--- src/rtl/core/cce_pkg.sv ---
// cce_pkg: types, codes and constants shared by the coefficient command echo
// used by cce_ctrl, cce_dp and coefficient_command_echo; no dependencies

package cce_pkg;

  // command characters
  localparam logic [7:0] CMD_SHOW    = 8'h73;  // 's'
  localparam logic [7:0] CMD_SET     = 8'h72;  // 'r'
  localparam logic [7:0] CMD_PERSIST = 8'h65;  // 'e'

  localparam int          IDX_W      = 3;
  localparam int          VAL_W      = 14;
  localparam int          LOC_W      = 11;
  localparam int          COEF_COUNT_DEFAULT = 8;

  localparam logic [VAL_W-1:0] VALUE_MAX  = 14'd9999;
  localparam logic [VAL_W-1:0] DIGIT_STEP = 14'd1000;
  localparam logic [7:0]       ASCII_ZERO = 8'd48;
  localparam logic [7:0]       TAB_BYTE   = 8'h09;

  // byte positions inside one shown record
  localparam logic [2:0] POS_ID_FIRST  = 3'd0;
  localparam logic [2:0] POS_ID_SECOND = 3'd1;
  localparam logic [2:0] POS_TAB       = 3'd6;

  typedef struct packed {
    logic [7:0]       command;
    logic [7:0]       id_first;
    logic [7:0]       id_second;
    logic [IDX_W-1:0] coefficient_index;
    logic [VAL_W-1:0] new_value;
    logic [LOC_W-1:0] store_location;
  } cmd_item_t;

  typedef struct packed {
    logic [7:0]       tx_byte;
    logic             byte_valid;
    logic             last;
    logic             accepted;
    logic             store_request;
    logic [LOC_W-1:0] store_address;
    logic [VAL_W-1:0] store_value;
  } res_item_t;

  typedef enum logic [1:0] {
    ST_IDLE,
    ST_LOAD,
    ST_EMIT,
    ST_REJECT
  } state_t;

  typedef enum logic [2:0] {
    SEL_ID_FIRST,
    SEL_ID_SECOND,
    SEL_DIGIT,
    SEL_TAB,
    SEL_NONE
  } byte_sel_t;

  // controller to datapath
  typedef struct packed {
    logic      capture;
    logic      load;
    logic      emit;
    logic      reject;
    logic      first;
    logic      last;
    byte_sel_t sel;
  } dp_cmd_t;

  // datapath to controller
  typedef struct packed {
    logic known;
    logic slot_free;
  } dp_stat_t;

endpackage

--- src/rtl/core/cce_ctrl.sv ---
// cce_ctrl: sequencing state machine for the coefficient command echo
// depends on cce_pkg

module cce_ctrl
  import cce_pkg::*;
(
  input  logic     clk,
  input  logic     rst,
  input  logic     cmd_valid,
  output logic     cmd_stall,
  input  dp_stat_t stat,
  output dp_cmd_t  ctl
);

  state_t     state, state_next;
  logic [2:0] cnt, cnt_next;

  always_ff @(posedge clk) begin
    if (rst) begin
      state <= ST_IDLE;
      cnt   <= POS_ID_FIRST;
    end else begin
      state <= state_next;
      cnt   <= cnt_next;
    end
  end

  always_comb begin
    state_next  = state;
    cnt_next    = cnt;
    cmd_stall   = 1'b1;
    ctl         = '0;
    ctl.sel     = SEL_NONE;
    case (state)
      ST_IDLE: begin
        cmd_stall = 1'b0;
        if (cmd_valid) begin
          ctl.capture = 1'b1;
          state_next  = ST_LOAD;
        end
      end
      ST_LOAD: begin
        ctl.load   = 1'b1;
        cnt_next   = POS_ID_FIRST;
        state_next = stat.known ? ST_EMIT : ST_REJECT;
      end
      ST_EMIT: begin
        case (cnt)
          POS_ID_FIRST:  ctl.sel = SEL_ID_FIRST;
          POS_ID_SECOND: ctl.sel = SEL_ID_SECOND;
          POS_TAB:       ctl.sel = SEL_TAB;
          default:       ctl.sel = SEL_DIGIT;
        endcase
        ctl.first = (cnt == POS_ID_FIRST);
        ctl.last  = (cnt == POS_TAB);
        if (stat.slot_free) begin
          ctl.emit = 1'b1;
          if (cnt == POS_TAB) begin
            cnt_next   = POS_ID_FIRST;
            state_next = ST_IDLE;
          end else begin
            cnt_next = cnt + 3'd1;
          end
        end
      end
      ST_REJECT: begin
        ctl.reject = 1'b1;
        ctl.last   = 1'b1;
        if (stat.slot_free) begin
          ctl.emit   = 1'b1;
          state_next = ST_IDLE;
        end
      end
      default: begin
        state_next = ST_IDLE;
      end
    endcase
  end

endmodule

--- src/rtl/core/cce_dp.sv ---
// cce_dp: coefficient table, digit unit and result register
// depends on cce_pkg

module cce_dp
  import cce_pkg::*;
#(
  parameter int COEF_COUNT = COEF_COUNT_DEFAULT
) (
  input  logic      clk,
  input  logic      rst,
  input  cmd_item_t cmd,
  input  dp_cmd_t   ctl,
  output dp_stat_t  stat,
  output logic      res_valid,
  input  logic      res_stall,
  output res_item_t res
);

  // only indexes the 3-bit field can reach are stored
  localparam int TabDepth = (COEF_COUNT < (1 << IDX_W)) ? COEF_COUNT : (1 << IDX_W);
  localparam int AW       = (TabDepth > 1) ? $clog2(TabDepth) : 1;

  logic [VAL_W-1:0] mem [TabDepth];
  logic [TabDepth-1:0] written;

  logic [AW-1:0]    addr;
  logic             in_range;
  logic             is_write;
  logic [VAL_W-1:0] sat_value;

  // captured command
  logic [7:0]       id_first, id_second;
  logic [LOC_W-1:0] location;
  logic [VAL_W-1:0] value;
  logic             known, is_show, persist, hit;
  logic [VAL_W-1:0] rd_data;

  // digit unit
  logic [VAL_W-1:0] work;
  logic [3:0]       digit;
  logic [VAL_W-1:0] rem, work_next;

  res_item_t        res_next;

  assign addr      = cmd.coefficient_index[AW-1:0];
  assign in_range  = 32'(cmd.coefficient_index) < 32'(COEF_COUNT);
  assign is_write  = ctl.capture && in_range &&
                     (cmd.command == CMD_SET || cmd.command == CMD_PERSIST);
  assign sat_value = (cmd.new_value > VALUE_MAX) ? VALUE_MAX : cmd.new_value;

  always_ff @(posedge clk) begin
    if (rst) begin
      written <= '0;
    end else if (is_write) begin
      written[addr] <= 1'b1;
    end
  end

  always_ff @(posedge clk) begin
    if (is_write) begin
      mem[addr] <= sat_value;
    end
    if (ctl.capture) begin
      rd_data <= mem[addr];
    end
  end

  always_ff @(posedge clk) begin
    if (ctl.capture) begin
      id_first  <= cmd.id_first;
      id_second <= cmd.id_second;
      location  <= cmd.store_location;
      value     <= sat_value;
      known     <= cmd.command == CMD_SHOW || cmd.command == CMD_SET ||
                   cmd.command == CMD_PERSIST;
      is_show   <= cmd.command == CMD_SHOW;
      persist   <= cmd.command == CMD_PERSIST;
      hit       <= in_range && written[addr];
    end
  end

  // one decimal digit per step: count thousands, then scale the remainder by ten
  always_comb begin
    digit = 4'd0;
    for (int k = 1; k <= 9; k++) begin
      if (work >= VAL_W'(k * 1000)) digit = 4'(k);
    end
    rem       = work - VAL_W'(digit * DIGIT_STEP);
    work_next = (rem << 3) + (rem << 1);
  end

  always_ff @(posedge clk) begin
    if (ctl.load) begin
      work <= is_show ? (hit ? rd_data : '0) : value;
    end else if (ctl.emit && ctl.sel == SEL_DIGIT) begin
      work <= work_next;
    end
  end

  // result register
  assign stat.slot_free = !res_valid || !res_stall;
  assign stat.known     = known;

  always_ff @(posedge clk) begin
    if (rst) begin
      res_valid <= 1'b0;
    end else if (ctl.emit) begin
      res_valid <= 1'b1;
    end else if (!res_stall) begin
      res_valid <= 1'b0;
    end
  end

  always_comb begin
    res_next      = '0;
    res_next.last = ctl.last;
    if (!ctl.reject) begin
      res_next.byte_valid = 1'b1;
      res_next.accepted   = 1'b1;
      case (ctl.sel)
        SEL_ID_FIRST:  res_next.tx_byte = id_first;
        SEL_ID_SECOND: res_next.tx_byte = id_second;
        SEL_DIGIT:     res_next.tx_byte = ASCII_ZERO + {4'd0, digit};
        SEL_TAB:       res_next.tx_byte = TAB_BYTE;
        default:       res_next.tx_byte = '0;
      endcase
      if (persist && ctl.first) begin
        res_next.store_request = 1'b1;
        res_next.store_address = location;
        res_next.store_value   = value;
      end
    end
  end

  always_ff @(posedge clk) begin
    if (ctl.emit) begin
      res <= res_next;
    end
  end

endmodule

--- src/rtl/core/coefficient_command_echo.sv ---
// coefficient_command_echo: top level of the tuning-command echo block
// depends on cce_pkg, cce_ctrl and cce_dp
//
//  channel | valid     | stall     | payload          | direction
//  --------+-----------+-----------+------------------+----------
//  command | cmd_valid | cmd_stall | cmd (cmd_item_t) | in
//  result  | res_valid | res_stall | res (res_item_t) | out
//
// a command transfer is taken only while the controller is idle; a known
// command then passes a load state and seven byte transfers, an unknown
// command a load state and a single rejection transfer. the rate is set by
// the single result register, which carries one byte per cycle while the
// result side does not stall, and the shared digit unit, one digit a step.
// reset clears the controller, the result valid and the table's written bits,
// so every coefficient reads zero at once. stalls on the result side hold the
// result register and pause the byte sequence; the last byte may still wait
// while the next command is taken.

module coefficient_command_echo
  import cce_pkg::*;
#(
  parameter int COEF_COUNT = COEF_COUNT_DEFAULT
) (
  input  logic      clk,
  input  logic      rst,
  input  logic      cmd_valid,
  output logic      cmd_stall,
  input  cmd_item_t cmd,
  output logic      res_valid,
  input  logic      res_stall,
  output res_item_t res
);

  dp_cmd_t  ctl;   // controller commands to the datapath
  dp_stat_t stat;  // datapath status back to the controller

  // sequencer: accept, table read, byte sequence
  cce_ctrl u_ctrl (
    .clk       (clk),
    .rst       (rst),
    .cmd_valid (cmd_valid),
    .cmd_stall (cmd_stall),
    .stat      (stat),
    .ctl       (ctl)
  );

  // table, digit unit and result register
  cce_dp #(
    .COEF_COUNT (COEF_COUNT)
  ) u_dp (
    .clk       (clk),
    .rst       (rst),
    .cmd       (cmd),
    .ctl       (ctl),
    .stat      (stat),
    .res_valid (res_valid),
    .res_stall (res_stall),
    .res       (res)
  );

  // a taken command keeps the input side stalled while it is worked on
  a_busy_after_accept: assert property (@(posedge clk) disable iff (rst)
    cmd_valid && !cmd_stall |=> cmd_stall)
    else $error("command side not stalled after a transfer");

  // a store request only rides on a real, accepted byte
  a_store_on_byte: assert property (@(posedge clk) disable iff (rst)
    res_valid && res.store_request |-> res.accepted && res.byte_valid)
    else $error("store request on a result without a byte");

  // store fields are zero whenever no request is raised
  a_store_fields_zero: assert property (@(posedge clk) disable iff (rst)
    res_valid && !res.store_request |-> res.store_address == '0 && res.store_value == '0)
    else $error("store fields set without a request");

  // a result with no byte is the single rejection item
  a_reject_shape: assert property (@(posedge clk) disable iff (rst)
    res_valid && !res.byte_valid |-> res.last && !res.accepted && res.tx_byte == '0)
    else $error("malformed rejection result");

endmodule

--- config.mk ---
export PLATFORM = sky130hd
export DESIGN_NAME = coefficient_command_echo
export DESIGN_NICKNAME = d
export VERILOG_FILES = /design/src/rtl/core/cce_pkg.sv /design/src/rtl/core/cce_ctrl.sv /design/src/rtl/core/cce_dp.sv /design/src/rtl/core/coefficient_command_echo.sv
export SDC_FILE = /design/constraint.sdc
export NUM_CORES = 1
export LEC_CHECK = 0
export BUFFER_PORTS_ARGS = -buffer_cell sky130_fd_sc_hd__buf_2
export CELL_PAD_IN_SITES_DETAIL_PLACEMENT = 0
export CELL_PAD_IN_SITES_GLOBAL_PLACEMENT = 2
export CORE_ASPECT_RATIO = 1.2
export CORE_MARGIN = 1.5
export CORE_UTILIZATION = 46
export DETAILED_ROUTE_END_ITERATION = 10
export PLACE_DENSITY_LB_ADDON = 0.1
export SLEW_MARGIN = 20
export SYNTH_ARGS = -nofsm -noshare
export SYNTH_HDL_FRONTEND = slang
export SYNTH_SLANG_ARGS = --single-unit
--- constraint.sdc ---
create_clock -name clk -period 12.85 [get_ports clk]
set_input_delay 1.285 -clock clk [delete_from_list [all_inputs] [get_ports clk]]
set_output_delay 1.285 -clock clk [all_outputs]
set_load 0.005 [all_outputs]
==> metrics.yaml, run 1 <==
sta:
  whs_ns: 0.4733
  fin_crit_sh: 0.4735
  totalNegativeSetupSlack_ns: 0
  fin_skew_ns: 0.009600
  maxSlewViolCount: 0
  slew_headroom: 0.2587
  worst_pin_slew_ns: 1.111
  hold_violations: 0
  max_freq_ghz: 0.1644
  setup_viol: 0
  worst_slack_ns: 6.766
  period_needed_ns: 6.084
  grt_setup_unrepaired: "no"
yosys:
  synth_nets: 829
  async_flop_share: 0
  synth_edf_count: 221
  syn_area_per_cell_sq_um: 14.40
  yosys_warnings: 0
  synth_flop_cell: "edfxtp_1"
  netlist_instances: 733
  syn_area_sq_um: 10560
  synth_cell_types: 62
  ys_seq_elements: 235
  ys_seq_area_frac: 0.6551
placed_design:
  numPortBuffers: 94
  pre_cts_slack_ns: 6.775
  gp_congestion: 0.8125
  dp_hpwl_mm: 15.41
clock_network:
  clk_latency_ns: 0.52
  cts_made_buffers: 25
  clk_pin_slew_ns: 0.06
  cts_root_buffer: "clkbuf_16"
  cts.sinks: 235
  cts_hold_buffers: 0
  cts_tree: "yes"
  clk_path_buf_depth: 3
  h-tree-depth: 1
  post-cts-setup-buffer-count: 0
  post_cts_resized: 0
finish:
  layout_commonest_cell: "edfxtp_1"
  syn_to_final_growth_pct: 15.55
  final_cell_mix: "221 x edfxtp_1, 94 x buf_2, 53 x nor2_1"
  final_nets: 923
  fill_cells: 1867
  antenna_cells: 0
  drive_above_1_share: 0.2281
worst_setup_path:
  setup.worst_path.class: "flip-flop to flip-flop"
  critPathCaptureType: "flip-flop"
  worstPathMaxFanout: 9
  start_kind: "flip-flop"
  cp_data_arrival_time_ns: 6.34
  required_ns: 13.11
route:
  via_count: 6223
  firstDrtPassIters: 4
  ant_nets: 0
  vias_per_cell: 5.532
  totalWireLength_mm: 22.61
  routedWlPerCell_um: 20.10
  dr.first_iter.drc_count: 318
  drc: 0
floorplan:
  io_pins: 95
  die_area_sq_um: 23870
  std_cell_rows: 60
  die_h_um: 169.0
  core_sq_um: 22450
  die-width_um: 141.3
  start_util: 0.4703
grt:
  track_usage: 0.1946
  first_global_vias: 6403
  grt_pass1_wl_mm: 35.53
  grt_overflow: 0
  grt_max_degree: 60
  antenna_found_initial: 0
min_path:
  hold_class: "flip-flop to flip-flop"
run_status:
  status: "finished, final reports clean"
run:
  maxCapViolCount: 0
[stage by stage]
stage,instance area (sq um),utilization,std cells
global route,12200,0.5435,1125
CTS,12200,0.5435,1125
floorplan,10560,-,733
detailed placement,11330,0.5047,1079
finish,12200,0.5435,1125
global placement,11330,0.5047,1079
[sequential cells by signal, summed over array words and instances, names as in the netlist, 11 cells and up]
register,cells
u_dp.rd_data,14
u_dp.location,11
u_dp.value,14
u_dp.res,36
u_dp.mem,112
u_dp.work,14
[synthesized netlist by cell type (all sizes together), types with 2 or more instances]
library cell	number	area, sq um
a211o	3	26.28
and3	6	37.54
o41ai	4	42.55
o21ai	22	110.1
a22oi	8	60.06
a221oi	13	113.9
nand2b	11	68.82
nand4bb	2	22.52
o21bai	9	67.56
xor2	4	35.03
or3	3	18.77
edfxtp	221	6636
and2	36	225.2
o21a	3	22.52
fa	9	180.2
nor2b	9	56.30
mux2	15	168.9
mux2i	8	80.08
o211ai	5	37.54
a211oi	5	37.54
or3b	2	17.52
nor4	4	31.28
mux4	20	450.4
inv	31	116.4
nand3b	7	52.55
dfxtp	14	280.3
clkbuf	27	102.6
a21oi	42	210.2
o31a	2	17.52
nor3	7	40.04
nor2	54	202.7
a21o	7	52.55
xnor2	17	156.4
o31ai	2	15.01
ha	31	387.9
a31oi	8	50.05
nand2	30	112.6
o22a	2	17.52
nand3	8	40.04
nor3b	2	15.01
buf	8	38.79
[final timing paths]
path | startpoint | slack [ns] | cells after the start | end
setup / recovery | u_dp.work[10] | 6.77 | 22 | u_dp.work[13]
hold / removal | u_dp.written[0] | 0.47 | 2 | u_dp.written[0]
setup reg to reg | u_dp.work[10] | 6.77 | 22 | u_dp.work[13]
hold reg to reg | u_dp.written[0] | 0.47 | 2 | u_dp.written[0]
[critical path: stages (launching register included)]
cell and delay (ns):
edfxtp_1 0.52, nand2_1 0.12, o41ai_1 0.50, o21bai_1 0.21, nand2_1 0.23, inv_1 0.21
ha_1 0.25, inv_1 0.07, fa_1 0.47, fa_1 0.52, ha_1 0.39, nand3_1 0.10
a21oi_1 0.24, nor3_2 0.08, xnor2_1 0.34, ha_1 0.29, nor3_1 0.07, nor2_1 0.10
o41ai_1 0.12, or3b_1 0.38, a211oi_1 0.36, nor4_2 0.09, nand3b_1 0.16
[logic make-up after synthesis]
kind of cell | synth area share
buffers and inverters | 0.02477
DFF | 0.6551
and+or+nand+nor | 0.09054
AOI/OAI and AO/OA | 0.09137
xor gates and xnor gates | 0.01813
adders and majority gates | 0.05380
muxes | 0.06625
[per-layer routing]
layer  vias to the layer above  wire, um  global-route usage
li1                       2971         -                   -
met1                      3059      9292              0.2386
met2                       164     11740              0.3559
met3                        29      1063             0.02885
met4                         0       514             0.05480
met5                         -         0                   0
[final cells by class]
cell class	count	area, sq um	area share
Clock buffer	32	701.9	0.05754
Clock inverter	14	167.7	0.01374
Inverter	32	120.1	0.009846
Multi-Input combinational cell	431	3413	0.2798
Sequential cell	235	6917	0.5670
Tap cell	279	349.1	0.02862
Timing Repair Buffer	102	530.5	0.04349
Power of run 1 is left out: the tool's default activity adds up to more than one toggle a clock period on the data nets, which glitch-free logic cannot reach.
==> run 2: changes to the inputs <==
--- a/config.mk
+++ b/config.mk
@@ -5,12 +5,13 @@
 export SDC_FILE = /design/constraint.sdc
 export NUM_CORES = 1
 export LEC_CHECK = 0
+export ABC_AREA = 1
 export BUFFER_PORTS_ARGS = -buffer_cell sky130_fd_sc_hd__buf_2
 export CELL_PAD_IN_SITES_DETAIL_PLACEMENT = 0
 export CELL_PAD_IN_SITES_GLOBAL_PLACEMENT = 2
 export CORE_ASPECT_RATIO = 1.2
 export CORE_MARGIN = 1.5
-export CORE_UTILIZATION = 46
+export CORE_UTILIZATION = 41
 export DETAILED_ROUTE_END_ITERATION = 10
 export PLACE_DENSITY_LB_ADDON = 0.1
 export SLEW_MARGIN = 20
==> constraint.sdc (replaced) <==
create_clock -name clk -period 6.3 [get_ports clk]
set_input_delay 0.63 -clock clk [delete_from_list [all_inputs] [get_ports clk]]
set_output_delay 0.63 -clock clk [all_outputs]
set_load 0.005 [all_outputs]
==> run 2 against run 1 <==
Routed wire length rose by 8.8%. Maximum frequency is 6.4% higher. Clock skew is 0.0039 ns higher. Sequential share of layout area decreased by 0.80 points. Die area grew 12%. Critical path depth increased by 4. Worst setup slack lost 6.2 ns. Register-to-register slack lost 6.2 ns. Sequential cell count unchanged. Largest cell class unchanged. Highest routed layer unchanged.
==> metrics.yaml, run 2 <==
clock_network:
  cts_hold_buffers: 0  # unchanged
  clk_path_buf_depth: 3  # unchanged
  h-tree-depth: 1  # unchanged
  cts.sinks: 235  # unchanged
  cts_root_buffer: "clkbuf_16"
  clk_latency_ns: 0.52  # about the same
  cts_tree: "yes"
  clk_pin_slew_ns: 0.06  # about the same
  cts_made_buffers: 25  # unchanged
grt:
  first_global_vias: 6799  # +6.2%
  grt_max_degree: 61  # +1.7%
  track_usage: 0.1892  # -0.005417
  antenna_found_initial: 0  # unchanged
  grt_pass1_wl_mm: 38.18  # +7.5%
  grt_overflow: 0  # unchanged
floorplan:
  start_util: 0.4157  # -0.05463
  die_area_sq_um: 26710  # +12%
  std_cell_rows: 64  # +6.7%
  die_h_um: 178.7  # +5.8%
  io_pins: 95  # unchanged
  core_sq_um: 25380  # +13%
  die-width_um: 149.5  # +5.8%
yosys:
  ys_seq_elements: 235  # unchanged
  syn_area_per_cell_sq_um: 12.07  # -16%
  synth_top_cell_area_share: 0.6289  # about the same
  syn_area_sq_um: 10550  # about the same
  ys_seq_area_frac: 0.6554  # about the same
  async_flop_share: 0  # unchanged
  synth_edf_count: 221  # unchanged
  synth_nets: 970  # +17%
  yosys-top-cells-area: "edfxtp_1 63%, nand2_1 5.1%, inv_1 3.8%"
  synth_flop_cell: "edfxtp_1"
  yosys_warnings: 0  # unchanged
  yosys-top-cells-count: "221 x edfxtp_1, 142 x nand2_1, 107 x inv_1"
  yosys.area.top_type: "edfxtp_1"
  synthMostInstantiatedCell: "edfxtp_1"
  netlist_instances: 874  # +19%
  synth_cell_types: 46  # -26%
sta:
  worst_pin_slew_ns: 1.076  # -0.03485 ns
  maxSlewViolCount: 0  # unchanged
  slew_headroom: 0.2820  # +0.02326
  fin_crit_sh: 0.9080  # +0.4345
  period_needed_ns: 5.720  # -0.3636 ns
  fin_skew_ns: 0.01348  # +0.003882 ns
  max_freq_ghz: 0.1748  # +6.4%
  grt_setup_unrepaired: "no"
  setup_viol: 0  # unchanged
  totalNegativeSetupSlack_ns: 0  # unchanged
  hold_violations: 0  # unchanged
route:
  totalWireLength_mm: 24.61  # +8.8%
  via_count: 6706  # +7.8%
  firstDrtPassIters: 4  # unchanged
  drc: 0  # unchanged
  ant_nets: 0  # unchanged
  routedWlPerCell_um: 18.36  # -8.6%
  dr.first_iter.drc_count: 308  # -3.1%
  vias_per_cell: 5.004  # -9.5%
worst_setup_path:
  required_ns: 6.57  # -6.54 ns
  critical_path.startpoint: "u_dp.work[8]"
  critPathCaptureType: "flip-flop"
  setup.worst_path.class: "flip-flop to flip-flop"
  cp_data_arrival_time_ns: 5.99  # -0.35 ns
  start_kind: "flip-flop"
  worstPathMaxFanout: 7  # -2
  worstReg2RegStart: "u_dp.work[8]"
finish:
  reg_top3: "u_dp.mem: 112 flops, u_dp.res: 36 flops"
  final_cell_mix: "221 x edfxtp_1, 141 x nand2_1, 107 x inv_1"
  stdcell_area_sq_um: 12370  # +1.4%
  final_nets: 1089  # +18%
  antenna_cells: 0  # unchanged
  max_flop_register: "u_dp.mem"
  largest_reg_flops: 112  # unchanged
  drive_above_1_share: 0.1950  # -0.03308
  layout_commonest_cell: "edfxtp_1"
  syn_to_final_growth_pct: 17.26
  instances_no_fill: 1340  # +19%
min_path:
  hp-start: "cmd[43]"
  hold_class: "primary input to flip-flop"
run_status:
  status: "finished, final reports clean"
placed_design:
  numPortBuffers: 94  # unchanged
  gp_congestion: 0.8104  # -0.26%
  dp_hpwl_mm: 16.84  # +9.2%
  dpl_cell_area_sq_um: 11490  # +1.4%
  placedCellCount: 1292  # +20%
run:
  maxCapViolCount: 0  # unchanged
==> run 2: changes by cell type after synthesis, sizes merged, moves of 12 or more <==
cell,delta
a21oi,-12
a22o,+17
and2,-36
clkbuf,-19
inv,+83
mux2,-15
mux4,-20
nand2,+115
nand3,+29
nand4,+18
nor2,+19
==> run 2: per-layer routing <==
layer / vias up / share of wire / track usage
met5: - / 0 / 0
met4: 0 / 0.017 / 0.04579
met3: 33 / 0.036 / 0.02316
met2: 122 / 0.53 / 0.3504
met1: 3206 / 0.42 / 0.2326
li1: 3345 / - / -
==> run 2: timing repair <==
| item | in CTS | in global routing |
|---|---|---|
| gates resized for setup | 0 | 2 |
| setup buffers | 0 | 4 |
| setup endpoints to repair | 0 | 2 |
==> run 2: cell families after synthesis <==
kind of cell | synth area share
compound gates | 0.08881
buf+inv | 0.05087
flops | 0.6554
xor+xnor | 0.01577
simple gates | 0.1353
fa+ha+maj | 0.05383
==> run 2: worst paths after layout <==
check	to	slack [ns]	cells past startpoint
max	u_dp.work[12]	0.58	26
min	u_dp.id_first[7]	0.29	1
max reg2reg	u_dp.work[12]	0.58	26
min reg2reg	u_dp.written[0]	0.47	1
==> run 2: stage by stage <==
stage / utilization / hold slack [ns] / worst slack, ns
3_3_place_gp: 0.4528 / 0.4496 / 0.4056
4_1_cts: 0.4861 / 0.2582 / 0.3856
6_report: 0.4875 / 0.2870 / 0.5795
2_1_floorplan: - / 0.4407 / 0.7285
3_5_place_dp: 0.4528 / 0.4537 / 0.4041
5_1_grt: 0.4875 / 0.2601 / 0.04589
==> run 2: layout make-up <==
class | instances | area (sq um)
clock buffers | 26 | 629.4
clock inverters | 18 | 216.5
fillers | 2294 | 13010
inverters | 115 | 436.7
multi-input cells | 504 | 3157
flip-flops and latches | 235 | 6917
well taps | 330 | 412.9
repair buffers | 112 | 605.6
==> run 2: critical path, stage by stage (launching register included) <==
cell	delay (ns)
edfxtp_1	0.40
nand2_1	0.23
nor2_1	0.12
o21ai_2	0.33
inv_1	0.22
nor2_2	0.31
fa_1	0.57
fa_1	0.52
ha_1	0.36
a21oi_1	0.16
nand2_1	0.09
xnor2_1	0.20
ha_1	0.29
inv_1	0.09
o21ai_0	0.14
nor2_2	0.17
nand2_1	0.08
nand2_1	0.07
nand2_2	0.07
ha_1	0.30
nand2_1	0.07
nor3_1	0.19
nand3_1	0.11
o2111ai_1	0.12
xor2_1	0.11
nand2_1	0.08
nand2_1	0.05
Power of run 2 is left out for the same reason.
